--- config.mk ---
export PLATFORM = sky130hd
export DESIGN_NAME = kwm_min_unit
export DESIGN_NICKNAME = d
export VERILOG_FILES = /design/src/rtl/kwm_pkg.sv /design/src/rtl/kwm_min_unit.sv
export SDC_FILE = /design/constraint.sdc
export NUM_CORES = 1
export LEC_CHECK = 0
export ABC_AREA = 1
export BUFFER_PORTS_ARGS = -buffer_cell sky130_fd_sc_hd__buf_2
export CELL_PAD_IN_SITES_DETAIL_PLACEMENT = 0
export CELL_PAD_IN_SITES_GLOBAL_PLACEMENT = 2
export CORE_MARGIN = 2
export CORE_UTILIZATION = 27
export CTS_CLUSTER_SIZE = 40
export DETAILED_ROUTE_END_ITERATION = 8
export HOLD_SLACK_MARGIN = 0.1
export PLACE_DENSITY_LB_ADDON = 0.1
export SKIP_CTS_REPAIR_TIMING = 1
export SYNTH_ARGS = -nofsm -noshare
export SYNTH_HDL_FRONTEND = slang
export SYNTH_SLANG_ARGS = --single-unit
--- constraint.sdc ---
create_clock -name i_clk -period 2.4 [get_ports i_clk]
set_input_delay 0.12 -clock i_clk [delete_from_list [all_inputs] [get_ports i_clk]]
set_output_delay 0.12 -clock i_clk [all_outputs]
set_load 0.005 [all_outputs]
--- src/rtl/kwm_pkg.sv ---
// Package for the k-way sorted run merge block.
// Holds field widths, action codes, parameter defaults and shared types.
// Depends on nothing; every other file of the block uses it.
`timescale 1ns / 1ps
`default_nettype none

package kwm_pkg;

    localparam int RUNS_DEF      = 8;
    localparam int RUN_DEPTH_DEF = 256;

    localparam int ACT_W      = 2;
    localparam int RUN_W      = 3;
    localparam int VAL_W      = 16;
    localparam int IN_DATA_W  = 24;
    localparam int OUT_DATA_W = 24;
    localparam int OUT_USER_W = 1;

    localparam logic [ACT_W-1:0] ACT_LOAD  = 2'd0;
    localparam logic [ACT_W-1:0] ACT_TAKE  = 2'd1;
    localparam logic [ACT_W-1:0] ACT_CLEAR = 2'd2;

    typedef enum logic [2:0] {
        ST_IDLE,
        ST_LOAD,
        ST_SCAN,
        ST_LAST,
        ST_POP
    } t_state;

    typedef struct packed {
        logic start;
        logic cmp_en;
        logic cand_vld;
    } t_min_ctl;

    typedef struct packed {
        logic in_rdy;
        logic scan;
        logic load_go;
        logic pop_go;
    } t_seq_ctl;

endpackage

`default_nettype wire

--- src/rtl/kwm_min_unit.sv ---
// Shared compare unit for the k-way sorted run merge block.
// Keeps the smallest candidate seen during a scan, ties to the earlier run.
// Depends on kwm_pkg for the control struct and the value width.
`timescale 1ns / 1ps
`default_nettype none

module kwm_min_unit #(
    parameter int RUNS = kwm_pkg::RUNS_DEF
) (
    input  wire                             i_clk,
    input  wire                             i_rst_n,
    input  wire kwm_pkg::t_min_ctl          i_ctl,
    input  wire [kwm_pkg::VAL_W-1:0]        i_cand_val,
    input  wire [$clog2(RUNS)-1:0]          i_cand_run,
    output logic                            o_found,
    output logic [kwm_pkg::VAL_W-1:0]       o_best,
    output logic [$clog2(RUNS)-1:0]         o_best_run
);

    logic w_take;

    assign w_take = i_ctl.cmp_en && i_ctl.cand_vld && (!o_found || (i_cand_val < o_best));

    always_ff @(posedge i_clk) begin
        if (!i_rst_n) begin
            o_found <= 1'b0;
        end else if (i_ctl.start) begin
            o_found <= 1'b0;
        end else if (w_take) begin
            o_found <= 1'b1;
        end
    end

    always_ff @(posedge i_clk) begin
        if (w_take) begin
            o_best     <= i_cand_val;
            o_best_run <= i_cand_run;
        end
    end

endmodule

`default_nettype wire
==> impl_metrics.csv <==
group,metric,value,unit
run_status,outcome,"finished, final reports clean",
worst_setup_path,critPathKind,"in -> reg",
sta,worstMarginPinSlew,293,ps
floorplan,initial_core_util,28.0,%
synthesis,syn-num-nets,129,
synthesis,synth_top_flop_cell,"edfxtp_1",
synthesis,ys_ff_latch,20,
synthesis,synthCells,90,
synthesis,yosysWarnings,0,
detailed_routing,ant_nets,0,
place,port_buffers,43,
clock_tree,cts_buffer_depth,2,
sta,period_needed,1970,ps
synthesis,yosys.cell_count.top_type,"inv_1",
synthesis,seq_area_frac_synth,58.0,%
global_route,grt_pass1_wl,3130,um
min_path,hp-start,"i_rst_n",
synthesis,synth-edff-count,19,
worst_setup_path,rr_startpoint,"o_best[5]",
floorplan,row_count,22,
floorplan,die_w,65.4,um
worst_setup_path,cp_max_fo,11,
worst_setup_path,critPathMaxStageDelay,530,ps
synthesis,synthTopCellsByCount,"21 x inv_1, 19 x edfxtp_1, 17 x nand2_1",
sta,period_share,82.2,%
synthesis,ys_async_sr_fraction,0,%
clock_tree,clock-sinks,20,
floorplan,coreArea,3630,um^2
finish,design_area,1550,um^2
worst_setup_path,crit_top_cell,"nand2_1",
run,max_cap_viol_count,0,
clock_tree,path_clk_slew,70,ps
global_route,antenna_found_initial,0,
finish,area_growth,52.6,%
synthesis,synth_area,1020,um^2
clock_tree,clk_latency,250,ps
place,hpwlAfterDp,1580,um
synthesis,syn_area_per_cell,11.3,um^2
detailed_routing,vias,825,
worst_setup_path,end_kind,"flip-flop",
worst_setup_path,cp_slowest_cell,"dlygate4sd3_1",
worst_setup_path,cp-start-kind,"primary input",
place,place_area,1310,um^2
sta,final_hold_viol_count,0,
worst_setup_path,cpLargestDelayFamily,"buffers and inverters",
pwr,max-vdd-ir-drop,0.224,mV
sta,fmax,507,MHz
detailed_routing,avgViaCountPerCell,3.99,
worst_setup_path,cp_num_buf_inv,3,
pwr,p_seq_share,53.8,%
floorplan,boundaryPins,44,
sta,setup_tns,0,ps
pwr,p_comb_share,16.7,%
detailed_routing,drt_iter0_drc,15,
clock_tree,cts_tree,"yes",
pwr,power_switching,168,uW
floorplan,fp.dieH,65.4,um
worst_setup_path,worstPathCellList,"dlygate4sd3_1 > buf_2 > ha_1 > a21oi_1 > nor2_1 > nor3_2 > nand2_1 > nand2_1 > nand2_1 > a21oi_2 > buf_4",
pwr,power,754,uW
place,gp_congestion,0.656,
global_route,grt_pass1_vias,694,
sta,clock_skew,2.98,ps
worst_setup_path,critPathLaunch,"i_cand_val[5]",
min_path,hp-class,"in -> reg",
detailed_routing,wirelength,2110,um
pwr,swShare,22.2,%
synthesis,synth_largest_area_cell,"edfxtp_1",
pwr,powerDensity,485,nW/um^2
clock_tree,cts_root_buf,"clkbuf_8",
global_route,grt-ovfl-total,0,
sta,setup_violations,0,
detailed_routing,drt_first_pass_iters,4,
worst_setup_path,cp.required,2360,ps
pwr,pwr-share-clk,29.5,%
pwr,p_int,586,uW
synthesis,synth_top_cells_by_area,"edfxtp_1 56%, ha_1 18%, inv_1 7.7%, nand2_1 6.3%, a21oi_1 3.4%",
sta,relSlewSlack,80.3,%
synthesis,synthDistinctLibCells,13,
pwr,p_leak,0.777,nW
synthesis,synth_top_area_share,56.0,%
finish,n_antenna_cell,0,
clock_tree,cts_made_buffers,3,
detailed_routing,drc,0,
finish,fin_nets,199,
finish,drive_gt1_share,32.1,%
sta,slew_violations,0,
global_route,grt_use_total,9.61,%
clock_tree,h-tree-depth,1,
worst_setup_path,arrival,1930,ps
floorplan,die_area,4280,um^2
sta,rsz0062_at_grt,"no",
detailed_routing,avgRoutedWirePerCell,10.2,um
global_route,grt_start_max_net_pins,12,
## cell usage in the layout, fill, tap and decap left out
| cell type | netlist | routed |
|---|---|---|
| edfxtp_1 | 19 | 19 |
| inv_1 | 21 | 21 |
| clkbuf_8 | 0 | 3 |
| o21ai_0 | 2 | 2 |
| a21oi_2 | 2 | 2 |
| clkbuf_1 | 0 | 1 |
| dlygate4sd3_1 | 0 | 20 |
| nor2_1 | 2 | 2 |
| buf_4 | 0 | 2 |
| nor3_1 | 1 | 1 |
| nand2_1 | 17 | 17 |
| a21oi_1 | 7 | 7 |
| buf_2 | 0 | 43 |
| dfxtp_1 | 1 | 1 |
| ha_1 | 15 | 15 |
| nand3_1 | 1 | 1 |
| nor3_2 | 1 | 1 |
| nor3b_1 | 1 | 1 |
## through the flow
stage          util, %  hold WS (ps)  cells  setup slack [ps]
6_report          42.8           121    207               428
5_1_grt           42.8           125    207               259
4_1_cts           37.3          8.88    187               516
3_5_place_dp      36.0           283    183               529
3_3_place_gp      36.0           281    183               566
2_1_floorplan        -           196     90               314
## power groups by stage
stage / registers (mW) / clock network [mW] / logic [mW]
2_1_floorplan: 0.416 / 0 / 0.0489
3_3_place_gp: 0.413 / 0 / 0.103
3_5_place_dp: 0.414 / 0 / 0.103
4_1_cts: 0.406 / 0.237 / 0.104
5_1_grt: 0.408 / 0.252 / 0.146
6_report: 0.406 / 0.223 / 0.126
## cell families (layout without fill, tap and decap cells)
family,after synthesis,count (layout),synth area share [%]
compound gates,11,11,6.14
flops,20,20,58.0
buf+inv,21,90,7.74
simple gates,23,23,9.70
fa+ha+maj,15,15,18.4
## routing by layer
metal  GRT usage (%)  vias up  wire length [um]
li1                -      436                 -
met1            13.0      366               997
met2            14.9       21               998
met3            2.57        2                94
met4            3.13        0                16
met5               0        -                 0
## flip-flops by register name, indices dropped and copies added (netlist names)
name,count
o_best,16
o_best_run,3
o_found,1
## layout make-up
| class | instances | area (um^2) |
|---|---|---|
| Multi-Input combinational cell | 49 | 349 |
| Timing Repair Buffer | 65 | 430 |
| Fill cell | 384 | 2080 |
| Inverter | 21 | 78.8 |
| Sequential cell | 20 | 591 |
| Clock buffer | 4 | 45.0 |
| Tap cell | 48 | 60.1 |
## worst paths after layout
kind	endpoint	slack (ps)	cells after the start
min reg2reg	o_found	560	2
max reg2reg	o_best[13]	560	10
max	o_best[13]	430	11
min	o_found	120	2
No activity file was read; power rests on OpenSTA's default activity.
